<file path="config.mk">
export PLATFORM = sky130hd
export DESIGN_NAME = cbor_item_head_encoder
export DESIGN_NICKNAME = d
export VERILOG_FILES = /design/src/hw/rtl/cbhe_pkg.sv /design/src/hw/rtl/cbhe_front.sv /design/src/hw/rtl/cbhe_queue.sv /design/src/hw/rtl/cbhe_back.sv /design/src/hw/rtl/cbor_item_head_encoder.sv
export SDC_FILE = /design/constraint.sdc
export NUM_CORES = 1
export LEC_CHECK = 0
export ABC_AREA = 1
export BUFFER_PORTS_ARGS = -buffer_cell sky130_fd_sc_hd__buf_2
export CAP_MARGIN = 40
export CORE_MARGIN = 5
export CORE_UTILIZATION = 35
export CTS_CLUSTER_DIAMETER = 150
export DETAILED_ROUTE_END_ITERATION = 8
export SLEW_MARGIN = 20
export SYNTH_ARGS = -nofsm -noshare
export SYNTH_HDL_FRONTEND = slang
export SYNTH_SLANG_ARGS = --single-unit
</file>
<file path="constraint.sdc">
create_clock -name clk -period 7.6 [get_ports clk]
set_clock_uncertainty 0.1 [all_clocks]
set_input_delay 0.76 -clock clk [delete_from_list [all_inputs] [get_ports clk]]
set_output_delay 0.76 -clock clk [all_outputs]
set_load 0.1 [all_outputs]
</file>
<file path="src/hw/rtl/cbhe_pkg.sv">
`timescale 1ns / 1ps
// ----------------------------------------------------------------------------
// cbhe_pkg
// Shared types and constants for the CBOR item head encoder.
// ----------------------------------------------------------------------------
package cbhe_pkg;

  typedef enum logic [4:0] {
    OP_UINT        = 5'd0,
    OP_SINT        = 5'd1,
    OP_F32         = 5'd2,
    OP_F64         = 5'd3,
    OP_BOOL        = 5'd4,
    OP_NULL        = 5'd5,
    OP_UNDEF       = 5'd6,
    OP_BYTES       = 5'd7,
    OP_TEXT        = 5'd8,
    OP_TAG         = 5'd9,
    OP_BREAK       = 5'd10,
    OP_INDEF_TEXT  = 5'd11,
    OP_INDEF_BYTES = 5'd12,
    OP_MAP         = 5'd13,
    OP_INDEF_MAP   = 5'd14,
    OP_ARRAY       = 5'd15,
    OP_INDEF_ARRAY = 5'd16,
    OP_RAW         = 5'd17
  } op_t;

  // major type in the top three bits
  localparam logic [7:0] MT_UINT  = 8'h00;
  localparam logic [7:0] MT_NEG   = 8'h20;
  localparam logic [7:0] MT_BYTES = 8'h40;
  localparam logic [7:0] MT_TEXT  = 8'h60;
  localparam logic [7:0] MT_ARRAY = 8'h80;
  localparam logic [7:0] MT_MAP   = 8'hA0;
  localparam logic [7:0] MT_TAG   = 8'hC0;

  // additional info for 1, 2, 4 and 8 argument bytes
  localparam logic [4:0] AI_ARG1 = 5'd24;
  localparam logic [4:0] AI_ARG2 = 5'd25;
  localparam logic [4:0] AI_ARG4 = 5'd26;
  localparam logic [4:0] AI_ARG8 = 5'd27;

  localparam logic [7:0] HB_FALSE       = 8'hF4;
  localparam logic [7:0] HB_TRUE        = 8'hF5;
  localparam logic [7:0] HB_NULL        = 8'hF6;
  localparam logic [7:0] HB_UNDEF       = 8'hF7;
  localparam logic [7:0] HB_F32         = 8'hFA;
  localparam logic [7:0] HB_F64         = 8'hFB;
  localparam logic [7:0] HB_BREAK       = 8'hFF;
  localparam logic [7:0] HB_INDEF_TEXT  = 8'h7F;
  localparam logic [7:0] HB_INDEF_BYTES = 8'h5F;
  localparam logic [7:0] HB_INDEF_MAP   = 8'hBF;
  localparam logic [7:0] HB_INDEF_ARRAY = 8'h9F;

  // one classified request: head byte, argument left aligned, argument length
  typedef struct packed {
    logic [7:0]  head;
    logic [63:0] arg;
    logic [3:0]  nbytes;
  } cmd_t;

endpackage

</file>
<file path="src/hw/rtl/cbhe_front.sv">
`timescale 1ns / 1ps
// ----------------------------------------------------------------------------
// cbhe_front
// Classifies a request into head byte, aligned argument and argument length.
// ----------------------------------------------------------------------------
module cbhe_front import cbhe_pkg::*; (
  input  logic [4:0]  operation,
  input  logic [63:0] value,
  output cmd_t        cmd,
  output logic        keep
);

  logic        is_head;
  logic [7:0]  major;
  logic [63:0] harg;

  always_comb begin
    cmd     = '0;
    keep    = 1'b1;
    is_head = 1'b0;
    major   = MT_UINT;
    harg    = value;
    case (op_t'(operation))
      OP_UINT: begin
        is_head = 1'b1;
      end
      OP_SINT: begin
        is_head = 1'b1;
        if (value[63]) begin
          major = MT_NEG;
          harg  = ~value;
        end
      end
      OP_F32: begin
        cmd.head   = HB_F32;
        cmd.arg    = {value[31:0], 32'h0};
        cmd.nbytes = 4'd4;
      end
      OP_F64: begin
        cmd.head   = HB_F64;
        cmd.arg    = value;
        cmd.nbytes = 4'd8;
      end
      OP_BOOL:        cmd.head = (value != 64'h0) ? HB_TRUE : HB_FALSE;
      OP_NULL:        cmd.head = HB_NULL;
      OP_UNDEF:       cmd.head = HB_UNDEF;
      OP_BYTES: begin
        is_head = 1'b1;
        major   = MT_BYTES;
      end
      OP_TEXT: begin
        is_head = 1'b1;
        major   = MT_TEXT;
      end
      OP_TAG: begin
        is_head = 1'b1;
        major   = MT_TAG;
      end
      OP_BREAK:       cmd.head = HB_BREAK;
      OP_INDEF_TEXT:  cmd.head = HB_INDEF_TEXT;
      OP_INDEF_BYTES: cmd.head = HB_INDEF_BYTES;
      OP_MAP: begin
        is_head = 1'b1;
        major   = MT_MAP;
      end
      OP_INDEF_MAP:   cmd.head = HB_INDEF_MAP;
      OP_ARRAY: begin
        is_head = 1'b1;
        major   = MT_ARRAY;
      end
      OP_INDEF_ARRAY: cmd.head = HB_INDEF_ARRAY;
      OP_RAW:         cmd.head = value[7:0];
      default:        keep = 1'b0;
    endcase

    if (is_head) begin
      if (harg[63:32] != 32'h0) begin
        cmd.head   = major | {3'b000, AI_ARG8};
        cmd.arg    = harg;
        cmd.nbytes = 4'd8;
      end else if (harg[31:16] != 16'h0) begin
        cmd.head   = major | {3'b000, AI_ARG4};
        cmd.arg    = {harg[31:0], 32'h0};
        cmd.nbytes = 4'd4;
      end else if (harg[15:8] != 8'h0) begin
        cmd.head   = major | {3'b000, AI_ARG2};
        cmd.arg    = {harg[15:0], 48'h0};
        cmd.nbytes = 4'd2;
      end else if (harg[7:0] >= 8'd24) begin
        cmd.head   = major | {3'b000, AI_ARG1};
        cmd.arg    = {harg[7:0], 56'h0};
        cmd.nbytes = 4'd1;
      end else begin
        cmd.head   = major | {3'b000, harg[4:0]};
        cmd.arg    = '0;
        cmd.nbytes = 4'd0;
      end
    end
  end

endmodule

</file>
<file path="src/hw/rtl/cbhe_queue.sv">
`timescale 1ns / 1ps
// ----------------------------------------------------------------------------
// cbhe_queue
// Small FIFO of classified requests between front and back.
// ----------------------------------------------------------------------------
module cbhe_queue import cbhe_pkg::*; #(
  parameter int DEPTH = 2
) (
  input  logic clk,
  input  logic rst_n,
  input  logic push,
  input  cmd_t push_cmd,
  input  logic pop,
  output cmd_t pop_cmd,
  output logic full,
  output logic empty
);

  localparam int PW = $clog2(DEPTH);
  localparam int CW = $clog2(DEPTH + 1);
  localparam logic [PW-1:0] LAST_PTR = PW'(DEPTH - 1);

  cmd_t          mem [DEPTH];
  logic [PW-1:0] wr_ptr_r, wr_ptr_nxt;
  logic [PW-1:0] rd_ptr_r, rd_ptr_nxt;
  logic [CW-1:0] count_r, count_nxt;

  assign full    = (count_r == CW'(DEPTH));
  assign empty   = (count_r == '0);
  assign pop_cmd = mem[rd_ptr_r];

  always_comb begin
    wr_ptr_nxt = wr_ptr_r;
    rd_ptr_nxt = rd_ptr_r;
    count_nxt  = count_r;
    if (push) begin
      wr_ptr_nxt = (wr_ptr_r == LAST_PTR) ? '0 : wr_ptr_r + 1'b1;
    end
    if (pop) begin
      rd_ptr_nxt = (rd_ptr_r == LAST_PTR) ? '0 : rd_ptr_r + 1'b1;
    end
    if (push && !pop) begin
      count_nxt = count_r + 1'b1;
    end else if (pop && !push) begin
      count_nxt = count_r - 1'b1;
    end
  end

  always_ff @(posedge clk) begin
    if (!rst_n) begin
      wr_ptr_r <= '0;
      rd_ptr_r <= '0;
      count_r  <= '0;
    end else begin
      wr_ptr_r <= wr_ptr_nxt;
      rd_ptr_r <= rd_ptr_nxt;
      count_r  <= count_nxt;
    end
  end

  always_ff @(posedge clk) begin
    if (push) begin
      mem[wr_ptr_r] <= push_cmd;
    end
  end

  a_no_overflow: assert property (@(posedge clk) disable iff (!rst_n)
    push |-> (!full || pop))
    else $error("queue push while full");

  a_no_underflow: assert property (@(posedge clk) disable iff (!rst_n)
    pop |-> !empty)
    else $error("queue pop while empty");

  a_count_up: assert property (@(posedge clk) disable iff (!rst_n)
    (push && !pop) |=> (count_r == $past(count_r) + 1'b1))
    else $error("queue count did not advance");

endmodule

</file>
<file path="src/hw/rtl/cbhe_back.sv">
`timescale 1ns / 1ps
// ----------------------------------------------------------------------------
// cbhe_back
// Serializes one request per head byte plus argument bytes, MSB first.
// ----------------------------------------------------------------------------
module cbhe_back import cbhe_pkg::*; (
  input  logic       clk,
  input  logic       rst_n,
  input  cmd_t       q_cmd,
  input  logic       q_empty,
  output logic       q_pop,
  output logic       out_valid,
  input  logic       out_stall,
  output logic [7:0] out_byte,
  output logic       out_last_byte
);

  logic        busy_r, busy_nxt;
  logic [3:0]  cnt_r, cnt_nxt;
  logic [63:0] arg_r, arg_nxt;
  logic        valid_r, valid_nxt;
  logic [7:0]  byte_r, byte_nxt;
  logic        last_r, last_nxt;
  logic        adv;

  assign adv   = !valid_r || !out_stall;
  assign q_pop = adv && !busy_r && !q_empty;

  always_comb begin
    busy_nxt  = busy_r;
    cnt_nxt   = cnt_r;
    arg_nxt   = arg_r;
    valid_nxt = valid_r;
    byte_nxt  = byte_r;
    last_nxt  = last_r;
    if (adv) begin
      if (busy_r) begin
        valid_nxt = 1'b1;
        byte_nxt  = arg_r[63:56];
        last_nxt  = (cnt_r == 4'd1);
        arg_nxt   = {arg_r[55:0], 8'h0};
        cnt_nxt   = cnt_r - 4'd1;
        busy_nxt  = (cnt_r != 4'd1);
      end else if (!q_empty) begin
        valid_nxt = 1'b1;
        byte_nxt  = q_cmd.head;
        last_nxt  = (q_cmd.nbytes == 4'd0);
        arg_nxt   = q_cmd.arg;
        cnt_nxt   = q_cmd.nbytes;
        busy_nxt  = (q_cmd.nbytes != 4'd0);
      end else begin
        valid_nxt = 1'b0;
      end
    end
  end

  always_ff @(posedge clk) begin
    if (!rst_n) begin
      busy_r  <= 1'b0;
      cnt_r   <= '0;
      valid_r <= 1'b0;
    end else begin
      busy_r  <= busy_nxt;
      cnt_r   <= cnt_nxt;
      valid_r <= valid_nxt;
    end
  end

  always_ff @(posedge clk) begin
    arg_r  <= arg_nxt;
    byte_r <= byte_nxt;
    last_r <= last_nxt;
  end

  assign out_valid     = valid_r;
  assign out_byte      = byte_r;
  assign out_last_byte = last_r;

  a_idle_no_count: assert property (@(posedge clk) disable iff (!rst_n)
    !busy_r |-> (cnt_r == 4'd0))
    else $error("byte count left over when idle");

  a_busy_shows: assert property (@(posedge clk) disable iff (!rst_n)
    busy_r |-> (valid_r && !last_r))
    else $error("item in flight without a pending non-last byte");

  a_nonlast_busy: assert property (@(posedge clk) disable iff (!rst_n)
    (valid_r && !last_r) |-> busy_r)
    else $error("non-last byte with nothing left to send");

  a_no_pop_busy: assert property (@(posedge clk) disable iff (!rst_n)
    q_pop |-> (!busy_r && !q_empty))
    else $error("pop while serializing");

endmodule

</file>
<file path="src/hw/rtl/cbor_item_head_encoder.sv">
`timescale 1ns / 1ps
// The first byte of an accepted request passes through the request queue and the output register before it is valid.
// Throughput: one output byte per cycle unless out_stall holds the output or no
// request is waiting; a request yields 1 + argument bytes (1, 2, 3, 5 or 9).
// Input accepts while the request queue has room, also while output stalls.
// Reset: synchronous active-low rst_n empties the queue and the output stage.
// ----------------------------------------------------------------------------
// cbor_item_head_encoder
// CBOR (RFC 8949) data item head encoder, one byte per cycle out when not stalled.
// ----------------------------------------------------------------------------
module cbor_item_head_encoder import cbhe_pkg::*; #(
  parameter int QDEPTH = 2
) (
  input  logic        clk,
  input  logic        rst_n,
  input  logic        in_valid,
  output logic        in_stall,
  input  logic [4:0]  in_operation,
  input  logic [63:0] in_value,
  output logic        out_valid,
  input  logic        out_stall,
  output logic [7:0]  out_byte,
  output logic        out_last_byte
);

  cmd_t f_cmd;
  logic f_keep;
  cmd_t q_cmd;
  logic q_full;
  logic q_empty;
  logic q_push;
  logic q_pop;

  cbhe_front u_front (
    .operation (in_operation),
    .value     (in_value),
    .cmd       (f_cmd),
    .keep      (f_keep)
  );

  assign in_stall = q_full;
  assign q_push   = in_valid && !q_full && f_keep;

  cbhe_queue #(
    .DEPTH (QDEPTH)
  ) u_queue (
    .clk      (clk),
    .rst_n    (rst_n),
    .push     (q_push),
    .push_cmd (f_cmd),
    .pop      (q_pop),
    .pop_cmd  (q_cmd),
    .full     (q_full),
    .empty    (q_empty)
  );

  cbhe_back u_back (
    .clk           (clk),
    .rst_n         (rst_n),
    .q_cmd         (q_cmd),
    .q_empty       (q_empty),
    .q_pop         (q_pop),
    .out_valid     (out_valid),
    .out_stall     (out_stall),
    .out_byte      (out_byte),
    .out_last_byte (out_last_byte)
  );

endmodule
</file>
# Word level (Yosys, flattened, before mapping)
# Memories as Yosys holds them, arrays and structs flattened. A register that Yosys moved wholly into a read port is not among the register bits.
# Index checks and enable logic that the tools add are counted.
[word_totals]
wordCells = 100
regBits = 83
ram_bits = 152
input_bits = 73
out_inout_bits = 11
mem_count = 1
[op_classes]
n_reduce_logical = 26
eq_ne = 21
muxes = 34
bitwise = 2
order_cmp = 1
addsub = 5
[memory_table]
columns = ["memory", "words", "word_bits", "read_ports", "rd_ports_with_merged_regs", "wr", "line", "text"]
rows = [
  ["u_queue.mem", 2, 76, 1, 1, 1, "cbhe_queue.sv:23", "cmd_t mem [DEPTH];"],
]
[op_table]
columns = ["cell", "count"]
rows = [
  ["$mux 76", 5],
  ["$mux 64", 4],
  ["$pmux 68 s2", 1],
  ["$pmux 8 s11", 1],
  ["$not 64->64", 1],
  ["$reduce_bool 64->1", 1],
  ["$pmux 8 s6", 1],
  ["$eq 5x4->1 const B", 8],
  ["$reduce_bool 32->1", 1],
  ["$eq 5x3->1 const B", 4],
  ["$reduce_or 18->1", 1],
  ["$mux 8", 2],
  ["$reduce_bool 16->1", 1],
  ["$mux 1", 15],
  ["$eq 5x2->1 const B", 2],
  ["$eq 5x5->1 const B", 2],
  ["$ge 8x5->1 const B", 1],
  ["$mux 4", 2],
  ["$or 8x5->8", 1],
  ["$reduce_bool 8->1", 1],
  ["$logic_not 1->1", 7],
  ["$reduce_or 7->1", 1],
  ["$logic_and 1x1->1", 6],
  ["$mux 6", 1],
  ["17 further kinds", 19],
]

# Longest topological paths before layout
# Gate-level depths: netlist of the first run.
[logic_depth]
depth_word = 9
mapped_depth = 18
depth_no_buf = 15

# By module
# From an unflattened synthesis of the first run, not the netlist that was laid out.
[unflattened]
cells_unflattened = 1459
area_unflattened_um2 = 13265.2
[by_module_without_submodules]
columns = ["mod", "n_inst", "cells_per_inst", "area_per_inst_um2", "seq_area_each_um2"]
rows = [
  ["cbhe_queue", 1, 271, 5865.6, 4664.5],
  ["cbhe_front", 1, 836, 3888.7, 0.0],
  ["cbhe_back", 1, 350, 3500.9, 2312.2],
  ["cbor_item_head_encoder", 1, 2, 10.0, 0.0],
]

# Worst setup path after synthesis of the first run
# OpenSTA, ideal clock, no wires.
[synth_path]
kind = "input -> register"
start = "input out_stall"
end = "register u_back.cnt_r[1]"
arrival_time_ns = 5.568
stages = 5
slack_ns = 1.801
setup_time_ns = 0.131
n_path_buf = 0
path_cell_list = "nand2_1 -> inv_1 -> a21oi_1 -> o21ai_0 -> o221a_2"
[synth_between]
elab_chain_len = 3
[synth_lines]
columns = ["item", "line", "text"]
rows = [
  ["start, declared", "cbor_item_head_encoder.sv:21", "input logic out_stall,"],
  ["$logic_not 1->1", "cbhe_back.sv:26", "assign adv = !valid_r || !out_stall;"],
  ["$logic_or 1x1->1", "cbhe_back.sv:26", ""],
  ["$reduce_and 2->1 (no source line)", "--", ""],
  ["end signal, assigned", "cbhe_back.sv:64", "cnt_r <= cnt_nxt;"],
  ["end, declared", "cbhe_back.sv:19", "logic [3:0] cnt_r, cnt_nxt;"],
]
# Every way passes these cells.
# A chain may end at the register's enable or synchronous reset.

==> results.md, run 1 <==
- Delay of the slowest critical-path stage: 0.60 ns
- Cells after Synth: 1497
- Die H: about 200 um
- Pins Over Slew Limit: 0
- Sw frac: 36.4%
- Clk buf depth: 3
- Pre-CTS WS: roughly 3.3 ns
- Hold Crit Class: flip-flop to flip-flop
- Die X: about 200 um
- EDFF count, synth: ~230
- Leakage power: 6.04 nW
- Site Rows: 70
- Minimum clock period: 3.83 ns
- Routed Antenna Nets: 0
- Layout cells sized above 1: a little under an eighth
- Worst setup EP type: flip-flop
- Setup-failing EPs final: 0
- Crit start category: input port
- Clock Power Share: between 20% and 30%
- H-tree depth: 1
- DR DRC count: 0
- Worst Hold End: u_queue.count_r[1]$_SDFFE_PN0P_
- Max cap viols: 0
- Top Ports: 84
- Setup bufs post-CTS: 0
- Crit-path cells: buf_2 > nor2_8 > nand2_2 > nor2_8 > buf_4 > nand2_1 > nand2_1 > nand2_1 > nor2_1 > nand2_1 > nor2_2 > nand2_4 > nand2_4 > o22ai_1
- Cts bufs inserted: 25
- Reg2reg path depth: 7
- Routed WL per cell: 19.6 um
- Flops & latches, synth: roughly 240
- F_max: 261 MHz
- Die area: 0.0404 mm^2
- GRT Resource Usage Total: 19.1%
- Crit-path most repeated cell: nand2_1
- Vias post-DR: around 11000
- Filler cell count: 3730
- Vias in the first global route: 10000
- Sink Count: around 240
- Final Hold Viols: 0
- Pwr/cell area: 323 mW/mm^2
- Avg Vias per Cell: 5.22
- Psw: roughly 0.0017 W
- DP HPWL: 28400 um
- Seq/Total Area, Yosys: 54.7%
- FF+latch area: 0.00698 mm^2
- Reg power frac: 42.7%
- Syn_nets: between 1500 and 2000
- Synth warn: 0
- Initial antenna violation count: 0
- Initial Utilization: 35.2%
- Synth-to-Final Area Change: 12.9%
- R2r startpoint: u_back.busy_r$_SDFFE_PN0N_
- Final nets: ~1600
- CTS clk-pin slew, worst paths: 0.06 ns
- Crit Path Class: input port to flip-flop
- GPL Wtd Cong: 0.980
- Crit-path slowest cell: nor2_8
- First DRT Iteration DRCs: 1106
- Fin crit share: 50.4%
- Total wirelength of the detailed-routed design: about 40000 um
- Unrepaired setup endpoints after global routing: false
- Flop-to-flop setup slack: 5.26 ns
- First-pass GRT wire length: 61200 um
- Async SR Flop Fraction: 0%
- Drt pass-1 iters: 5
- Post-Syn Area: 0.0128 mm^2
- Clk_lat worst skew: 0.52 ns
- Setup TNS: 0 ns
- Power share of the combinational group: 32.2%
- Worst setup margin: 3.77 ns
- Port bufs: slightly above 80
- Crit-path max FO: 57
- Reg-to-reg endpoint: u_back.cnt_r[2]$_SDFFE_PN0P_
- CTS tree: yes
- Required @ worst endpoint: 7.70 ns
- Largest net degree at the start of global routing: 84
- Syn Area/Cell: about 8.5 um^2
- Power Total: ~0.0047 W
- Finished Core Util: 39.7%
- Grt total ovfl: 0
- Area occupied by multi-input gates: 0.00479 mm^2
- Slew margin rel.: 46.5%
- Hold depth: 2
- Core area: 0.0363 mm^2
- Top_reg_cell synth: edfxtp_1
- Hold-fix buffers at CTS: 0
- Root Driver: clkbuf_16
- Worst-margin pin slew: 0.802 ns
- Post-cts sizing count: 0
- CP arrival: ~3.9 ns
- Pint: 0.00296 W
- Status: completed
- Peak supply drop: between 0.15 and 0.2 mV
- Worst hold start: u_queue.count_r[1]$_SDFFE_PN0P_
- Unique masters post-synth: between 40 and 50
==> registers in the layout (all words and copies together), names as in the netlist, named ones only <==
signal,flops
u_back.out_byte,8
u_back.cnt_r,4
u_back.out_last_byte,1
u_queue.mem,152
u_queue.rd_ptr_r,1
u_back.busy_r,1
u_back.out_valid,1
u_back.arg_r,64
u_queue.wr_ptr_r,1
u_queue.count_r,2
==> area by class of cell <==
cell class,instances,share of cell area (%)
clock buffer,29,4.45
multi-input combinational,1034,33.2
clock inverter,16,0.981
inverter,152,3.96
timing repair buffer,104,4.85
antenna,1,0.0174
sequential,236,48.4
tap,468,4.06
==> through the flow <==
stage	area (um^2)	cells	hold slack [ns]
after floorplan	12800	1497	0.347
after global placement	13400	1985	0.351
after detailed placement	13600	1991	0.371
after CTS	14300	2036	0.385
after global routing	14400	2039	0.402
final	14400	2040	0.390
==> cells in the mapped netlist, types with 11 or more instances <==
master,instances,area [um^2]
edfxtp_1,225,6760
nand2_1,485,1820
o21ai_0,28,140
nor2_1,153,574
inv_1,144,541
nand4_1,17,106
o22ai_1,64,400
nand3_1,54,270
nor3_1,14,70.1
clkbuf_1,38,143
dfxtp_1,11,220
buf_6,14,158
a21oi_1,146,731
==> placed cells by master (no fill, tap or decap), drive strengths merged, types with 17 or more instances in the layout <==
master / instances
o21ai: 36
nand4: 17
o22ai: 64
nand2: 495
nor2: 167
a21oi: 146
nand3: 55
buf: 104
edfxtp: 225
clkbuf: 29
inv: 154
==> power groups by stage <==
stage               clock (W)  sequential (W)  combinational (W)
finish                0.00116         0.00199            0.00150
global route          0.00124         0.00202            0.00166
CTS                   0.00119         0.00199            0.00150
detailed placement          0         0.00201            0.00149
global placement            0         0.00201            0.00143
floorplan                   0         0.00223           0.000829
==> logic make-up (layout without fill, tap and decap cells) <==
| kind of cell | Yosys count | count (layout) | share of synthesized area (%) |
|---|---|---|---|
| other cells | 0 | 1 | 0 |
| mux | 3 | 3 | 0.235 |
| compound gates | 260 | 260 | 11.2 |
| buf+inv | 227 | 301 | 8.02 |
| flops | 236 | 236 | 54.7 |
| fa+ha+maj | 4 | 4 | 0.392 |
| simple gates | 758 | 758 | 24.7 |
| xor+xnor | 9 | 9 | 0.736 |
==> metal layers <==
layer  vias up  part of all wire [%]  routed length, um  track usage [%]
met4         0                   2.7               1070             5.33
met2       410                    45              18100             29.8
met1      5056                    45              17900             27.9
li1       5127                     -                  -                -
met3        53                   7.2               2880             2.84
met5         -                     0                  0                0
==> critical path: cells and delay by family <==
kind / cells / cell delay (ns)
simple gates: 11 / 2.18
buf+inv: 2 / 0.67
compound gates: 1 / 0.28
==> worst max-delay path by stage <==
stage,to,slack (ns),start,cells past startpoint
2_1_floorplan,u_back.cnt_r[1]$_SDFFE_PN0P_,1.80,out_stall,5
3_3_place_gp,u_queue.mem[0][71]$_DFFE_PP_,2.85,in_operation[3],14
3_5_place_dp,u_queue.mem[0][71]$_DFFE_PP_,3.29,in_operation[3],15
4_1_cts,u_queue.mem[0][71]$_DFFE_PP_,3.82,in_operation[3],15
5_1_grt,u_queue.mem[0][71]$_DFFE_PP_,3.51,in_operation[3],15
6_report,u_queue.mem[0][26]$_DFFE_PP_,3.77,in_operation[3],14
Power figures use the tool's default switching activity.
==> inputs of run 2 (changes only) <==
==> constraint.sdc (replaced) <==
create_clock -name clk -period 3.36 [get_ports clk]
set_clock_uncertainty 0.1 [all_clocks]
set_input_delay 0.336 -clock clk [delete_from_list [all_inputs] [get_ports clk]]
set_output_delay 0.336 -clock clk [all_outputs]
set_load 0.1 [all_outputs]
==> run 2 against run 1 <==
Non-clock buffer count grew 29. Routed wire length grew 3.3%. Setup slack lost 3.0 ns. Die area is the same. Sequential power grew 130%. Total power grew 130%. Via count shrank 0.42%. Sequential cell count is the same. Critical path type unchanged. Critical endpoint is now u_queue.mem[1][64]$_DFFE_PP_.
==> results.md, run 2 (synthesized netlist as in run 1, its figures left out) <==
- Hold WS: 0.0474 ns (-0.342 ns)
- Setup-failing EPs final: 0 (unchanged)
- CTS tree: yes
- Worst-margin pin slew: 0.633 ns (-0.169 ns)
- Status: completed
- Die area: 0.0404 mm^2 (unchanged)
- Max reg flops: 152 (unchanged)
- Crit-path cells: buf_2 > nor2_8 > nand2_2 > nor2_8 > buf_12 > nand2_1 > nand2_1 > nand2_1 > nor2_1 > nand2_1 > nor2_2 > nand2_4 > buf_4 > nor2_1 > nand3_1 > nand2_1 > nand2_1
- CTS clk-pin slew, worst paths: 0.07 ns (about the same)
- Die X: 201 um (unchanged)
- Filler cell count: 3725 (-0.13%)
- Initial antenna violation count: 0 (unchanged)
- Synth-to-Final Area Change: 14.9%
- Finished Core Util: 40.4% (+0.69 points)
- Top reg by flops: u_queue.mem
- Core area: 0.0363 mm^2 (unchanged)
- Required @ worst endpoint: 3.50 ns (-4.20 ns)
- Vias in the first global route: 10200 (+1.8%)
- R2r startpoint: u_queue.count_r[1]$_SDFFE_PN0P_
- Drt pass-1 iters: 5 (unchanged)
- Grt total ovfl: 0 (unchanged)
- DR DRC count: 0 (unchanged)
- CP arrival: 2.73 ns (-1.20 ns)
- Worst setup EP type: flip-flop
- Cts bufs inserted: 24 (-4.0%)
- GRT Resource Usage Total: 19.9% (+0.75 points)
- DP HPWL: 30400 um (+6.9%)
- Final Instance Area: 0.0147 mm^2 (+1.7%)
- Power Total: 0.0105 W (+130%)
- Minimum clock period: between 2 and 3 ns
- Site Rows: 70 (unchanged)
- Fin crit share: between 70% and 80%
- Top Ports: 84 (unchanged)
- Unrepaired setup endpoints after global routing: false
- Port bufs: 83 (unchanged)
- Sink Count: 236 (unchanged)
- Avg Vias per Cell: 5.13 (-1.7%)
- CP delay by family, top: simple AND/OR/NAND/NOR gates
- Routed WL per cell: 20.0 um (+2.0%)
- Placed instance area: 0.0139 mm^2 (+2.3%)
- Setup TNS: 0 ns (unchanged)
- First DRT Iteration DRCs: 840 (-24%)
- Leakage power: 6.18 nW (+2.3%)
- Initial Utilization: 35.2% (unchanged)
- Pwr/cell area: 719 mW/mm^2 (+120%)
- GPL Wtd Cong: 0.987 (+0.76%)
- Crit start category: input port
- H-tree depth: 1 (unchanged)
- Worst path bufs/invs: 3 (+1)
- First-pass GRT wire length: 63000 um (+2.9%)
- Delay of the slowest critical-path stage: 0.28 ns (-0.32 ns)
- Layout cells sized above 1: 13.3% (+1.4 points)
- Pins Over Slew Limit: 0 (unchanged)
- Setup bufs post-CTS: 0 (unchanged)
- Most frequent cells in the layout: nand2_1 (485), edfxtp_1 (225), nor2_1 (151)
- FF+latch area: 0.00698 mm^2 (unchanged)
- Final nets: 1658 (+1.7%)
- Largest net degree at the start of global routing: 70 (-17%)
- Post-cts sizing count: 0 (unchanged)
- F_max: 386 MHz
- Hold Crit Class: input port to flip-flop
- Worst hold start: rst_n
- Crit-path max FO: 68 (+19%)
- Final Hold Viols: 0 (unchanged)
- Max cap viols: 0 (unchanged)
- Die H: 201 um (unchanged)
- Crit Path Class: input port to flip-flop
- Routed Antenna Nets: 0 (unchanged)
- Critical path origin: in_operation[3]
- Total wirelength of the detailed-routed design: 41300 um (+3.3%)
- Clk_lat worst skew: 0.52 ns (about the same)
- Leading cell type in the layout, fill and taps excluded: nand2_1
- Peak supply drop: 0.527 mV (+190%)
- Slew margin rel.: 57.6% (+11 points)
- Hold-fix buffers at CTS: 0 (unchanged)
- Root Driver: clkbuf_16
- N_diodes: 0 (-1)
- Crit-path most repeated cell: nand2_1
- Area occupied by multi-input gates: 0.00479 mm^2 (unchanged)
- Clk buf depth: 3 (unchanged)
- Vias post-DR: 10600 (-0.42%)
- Crit-path slowest cell: buf_12
run 2: cell type report:
type | instances | share of cell area, %
Clock buffer | 28 | 4.34
Clock inverter | 15 | 0.905
Inverter | 152 | 3.89
Multi-Input combinational cell | 1034 | 32.7
Sequential cell | 236 | 47.6
Tap cell | 468 | 3.99
Timing Repair Buffer | 133 | 6.59
run 2: final timing paths:
kind	end	slack (ns)	depth (start not counted)
worst max-delay path	u_queue.mem[1][64]$_DFFE_PP_	0.77	17
worst min-delay path	u_back.out_valid$_SDFFE_PN0N_	0.05	3
worst min register to register	flip-flop	0.37	2
worst max register to register	u_queue.count_r[1]$_SDFFE_PN0P_	1.28	10
run 2: where the power goes:
| group | switching, W | internal, W |
|---|---|---|
| Clock | 0.00110 | 0.00151 |
| Combinational | 0.00255 | 0.000886 |
| Sequential | 0.000207 | 0.00429 |
run 2: per-layer routing:
metal	vias to the layer above	share of wire, %	track usage (%)
met1	5032	45	28.3
met4	0	3.1	5.88
met5	-	0	0
met2	334	46	32.0
met3	57	6.1	2.42
li1	5178	-	-
run 2: through the flow:
| step | instances | setup slack, ns |
|---|---|---|
| finish | 2066 | 0.768 |
| global route | 2066 | 0.633 |
| CTS | 2065 | 0.863 |
| detailed placement | 2022 | 0.312 |
| global placement | 2021 | 0.331 |
| floorplan | 1497 | -0.599 |
run 2: worst reg2reg max path: cells and delay by family (launching register included):
family	cells	cell delay [ns]
compound gates	4	0.46
fa+ha+maj	1	0.32
buf+inv	2	0.15
flops	1	0.33
simple gates	3	0.62
==> inputs of run 3 (changes only) <==
==> constraint.sdc (replaced) <==
create_clock -name clk -period 2.4 [get_ports clk]
set_clock_uncertainty 0.1 [all_clocks]
set_input_delay 0.24 -clock clk [delete_from_list [all_inputs] [get_ports clk]]
set_output_delay 0.24 -clock clk [all_outputs]
set_load 0.1 [all_outputs]
==> run 3 against run 2 <==
Sequential cell count unchanged. Total power increased by 41%. Die area is the same. Critical path type unchanged. Critical endpoint is now u_queue.mem[0][60]$_DFFE_PP_. Largest power group unchanged.
==> results.md, run 3 (synthesized netlist as in run 1, its figures left out) <==
- Minimum clock period: 2.26 ns
- Core area: 0.0363 mm^2 (unchanged)
- F_max: approximately 440 MHz
- Leakage power: 6.88 nW (+11%)
- Root Driver: clkbuf_16
- Flop-to-flop setup slack: 0.50 ns (-0.78 ns)
- Unrepaired setup endpoints after global routing: false
- DR DRC count: 0 (unchanged)
- Worst hold start: in_value[3]
- Met3 GRT Util: 1.81% (-0.61 points)
- Hold Crit Class: input port to flip-flop
- Final nets: 1794 (+8.2%)
- Die area: 0.0404 mm^2 (unchanged)
- GR Layer Usage met1: 29.6% (+1.3 points)
- Avg Vias per Cell: 5.11 (-0.48%)
- Crit-path cells: buf_2 > inv_1 > nand3_2 > nor2_8 > buf_12 > nand2_1 > nand2_1 > nand2_1 > nor2_2 > buf_4 > nand2_2 > nor2_8 > buf_4 > nand3_1 > nand3_1 > nand2_1
- Total wirelength of the detailed-routed design: 43100 um (+4.3%)
- WP depth: 16 (-1)
- Routed Antenna Nets: 0 (unchanged)
- Reg power frac: 42.4% (-0.3 points)
- Layout cells sized above 1: 20.4% (+7.1 points)
- Required @ worst endpoint: 2.53 ns (-0.97 ns)
- H-tree depth: 1 (unchanged)
- Initial antenna violation count: 0 (unchanged)
- CP arrival: 2.39 ns (-0.34 ns)
- Setup-failing EPs final: 0 (unchanged)
- Hold depth: 3 (unchanged)
- Routed WL per cell: 19.6 um (-2.1%)
- N_diodes: 0 (unchanged)
- Placed instance area: 0.0151 mm^2 (+8.6%)
- CTS clk-pin slew, worst paths: 0.06 ns (about the same)
- Crit Path Class: input port to flip-flop
- Status: completed
- Cts bufs inserted: 24 (unchanged)
- Clk buf depth: 3 (unchanged)
- Reg-to-reg endpoint: u_back.cnt_r[3]$_SDFFE_PN0P_
- Initial Utilization: 35.2% (unchanged)
- Vias in the first global route: 10800 (+6.2%)
- Crit-path slowest cell: nor2_8
- Sink Count: 236 (unchanged)
- Reg2reg path depth: 8 (-2)
- Power share of the combinational group: 34.2% (+1.6 points)
- Sw frac: 36.7% (+0.15 points)
- Pins Over Slew Limit: 0 (unchanged)
- Drt pass-1 iters: 5 (unchanged)
- Max cap viols: 0 (unchanged)
- Delay of the slowest critical-path stage: 0.28 ns (about the same)
- Worst setup EP type: flip-flop
- Pwr/cell area: 941 mW/mm^2 (+31%)
- Vias post-DR: 11200 (+6.0%)
- Die H: 201 um (unchanged)
- Clk_lat worst skew: 0.54 ns (+0.02 ns)
- Pint: 0.00943 W (+41%)
- Worst-margin pin slew: 0.666 ns (+0.0326 ns)
- Worst setup margin: 0.143 ns (-0.625 ns)
- GPL Wtd Cong: 1.01 (+1.8%)
- Pre-CTS WS: -0.359 ns (-0.670 ns)
- GRT Resource Usage Total: 20.7% (+0.79 points)
- CP delay by family, top: simple AND/OR/NAND/NOR gates
- DP HPWL: 32000 um (+5.4%)
- Clock Power Share: 23.4% (-1.3 points)
- R2r startpoint: u_back.busy_r$_SDFFE_PN0N_
- First DRT Iteration DRCs: 1044 (+24%)
- Max reg flops: 152 (unchanged)
- Finished Core Util: 43.6% (+3.2 points)
- Fin crit share: ~94%
- Slew margin rel.: 55.6% (-2.0 points)
- Worst Hold End: u_queue.mem[0][71]$_DFFE_PP_
- Crit start category: input port
- Setup bufs post-CTS: 0 (unchanged)
- Final Instance Area: 0.0158 mm^2 (+8.0%)
- CTS tree: yes
- First-pass GRT wire length: 66000 um (+4.7%)
- Site Rows: 70 (unchanged)
- Most frequent cells in the layout: nand2_1 (483), edfxtp_1 (225), buf_4 (158)
- Top reg by flops: u_queue.mem
- Final Hold Viols: 0 (unchanged)
- Power Total: 0.0149 W (+41%)
- Die X: 201 um (unchanged)
- Psw: 0.00546 W (+42%)
- Crit-path most repeated cell: nand2_1
- Largest net degree at the start of global routing: 80 (+14%)
- Worst path bufs/invs: 5 (+2)
- Top Ports: 84 (unchanged)
- Peak supply drop: 0.515 mV (-2.1%)
- GRT busiest layer: met2
- Crit-path max FO: 24 (-65%)
- Filler cell count: 3601 (-3.3%)
- Synth-to-Final Area Change: 24.1%
- Grt total ovfl: 0 (unchanged)
- Leading cell type in the layout, fill and taps excluded: nand2_1
- GR Layer Usage met2: 33.9% (+1.9 points)
- Port bufs: 83 (unchanged)
## run 3: changes by cell type in the layout (fill, tap and decap cells not counted), sizes merged
| cell | before | now |
|---|---|---|
| buf | 133 | 267 |
| dlygate4sd3 | 0 | 2 |
| inv | 153 | 151 |
| bufinv | 2 | 1 |
| clkinv | 10 | 11 |
## run 3: area by class of cell
type / instances / area [um^2] / area share, %
multi-input combinational: 1034 / 4810 / 30.4
clock inverter: 13 / 119 / 0.751
timing repair buffer: 269 / 2130 / 13.5
tap: 468 / 586 / 3.70
clock buffer: 28 / 616 / 3.89
sequential: 236 / 6980 / 44.1
inverter: 152 / 578 / 3.65
## run 3: worst register-to-register path, stage by stage, from the launching register on
cell and delay (ns):
dfxtp_2 0.35, buf_4 0.26, clkinv_4 0.10, a21oi_4 0.35
buf_12 0.26, inv_1 0.08, a21oi_1 0.12, o21ai_1 0.08
a21oi_1 0.12
## run 3: what timing repair did
item,CTS,global route
hold buffers,2,0
resized for setup,0,1
endpoints found under the hold margin,11,0
setup endpoints to repair,0,2
## run 3: power groups by stage
| stage | sequential (W) | combinational (W) | clock [W] |
|---|---|---|---|
| floorplan | 0.00697 | 0.00268 | 0 |
| global placement | 0.00639 | 0.00507 | 0 |
| detailed placement | 0.00640 | 0.00513 | 0 |
| CTS | 0.00633 | 0.00514 | 0.00355 |
| global route | 0.00640 | 0.00558 | 0.00372 |
| finish | 0.00631 | 0.00509 | 0.00349 |
## run 3: stage by stage
| step | hold slack, ns | setup TNS, ns | instances |
|---|---|---|---|
| 2_1_floorplan | 0.263 | -61.65 | 1497 |
| 3_3_place_gp | 0.353 | -39.01 | 2157 |
| 3_5_place_dp | 0.356 | -44.33 | 2157 |
| 4_1_cts | 0.0817 | 0 | 2200 |
| 5_1_grt | 0.0921 | 0 | 2200 |
| 6_report | 0.128 | 0 | 2200 |
## run 3: layer usage
metal  part of all wire [%]  vias to the layer above
met5                      0                        -
met4                    2.4                        0
met3                    5.9                       55
met2                     47                      374
met1                     44                     5354
li1                       -                     5451
## run 3: worst max-delay path by stage
stage                                                 end       startpoint  slack, ns
after floorplan               u_queue.mem[1][0]$_DFFE_PP_  in_operation[3]      -0.41
after global placement       u_queue.mem[1][58]$_DFFE_PP_  in_operation[1]      -0.33
after detailed placement      u_queue.mem[1][0]$_DFFE_PP_  in_operation[1]      -0.36
after CTS                    u_queue.mem[0][65]$_DFFE_PP_  in_operation[1]       0.21
after global routing      u_queue.count_r[1]$_SDFFE_PN0P_  in_operation[1]       0.02
final                        u_queue.mem[0][60]$_DFFE_PP_  in_operation[1]       0.14
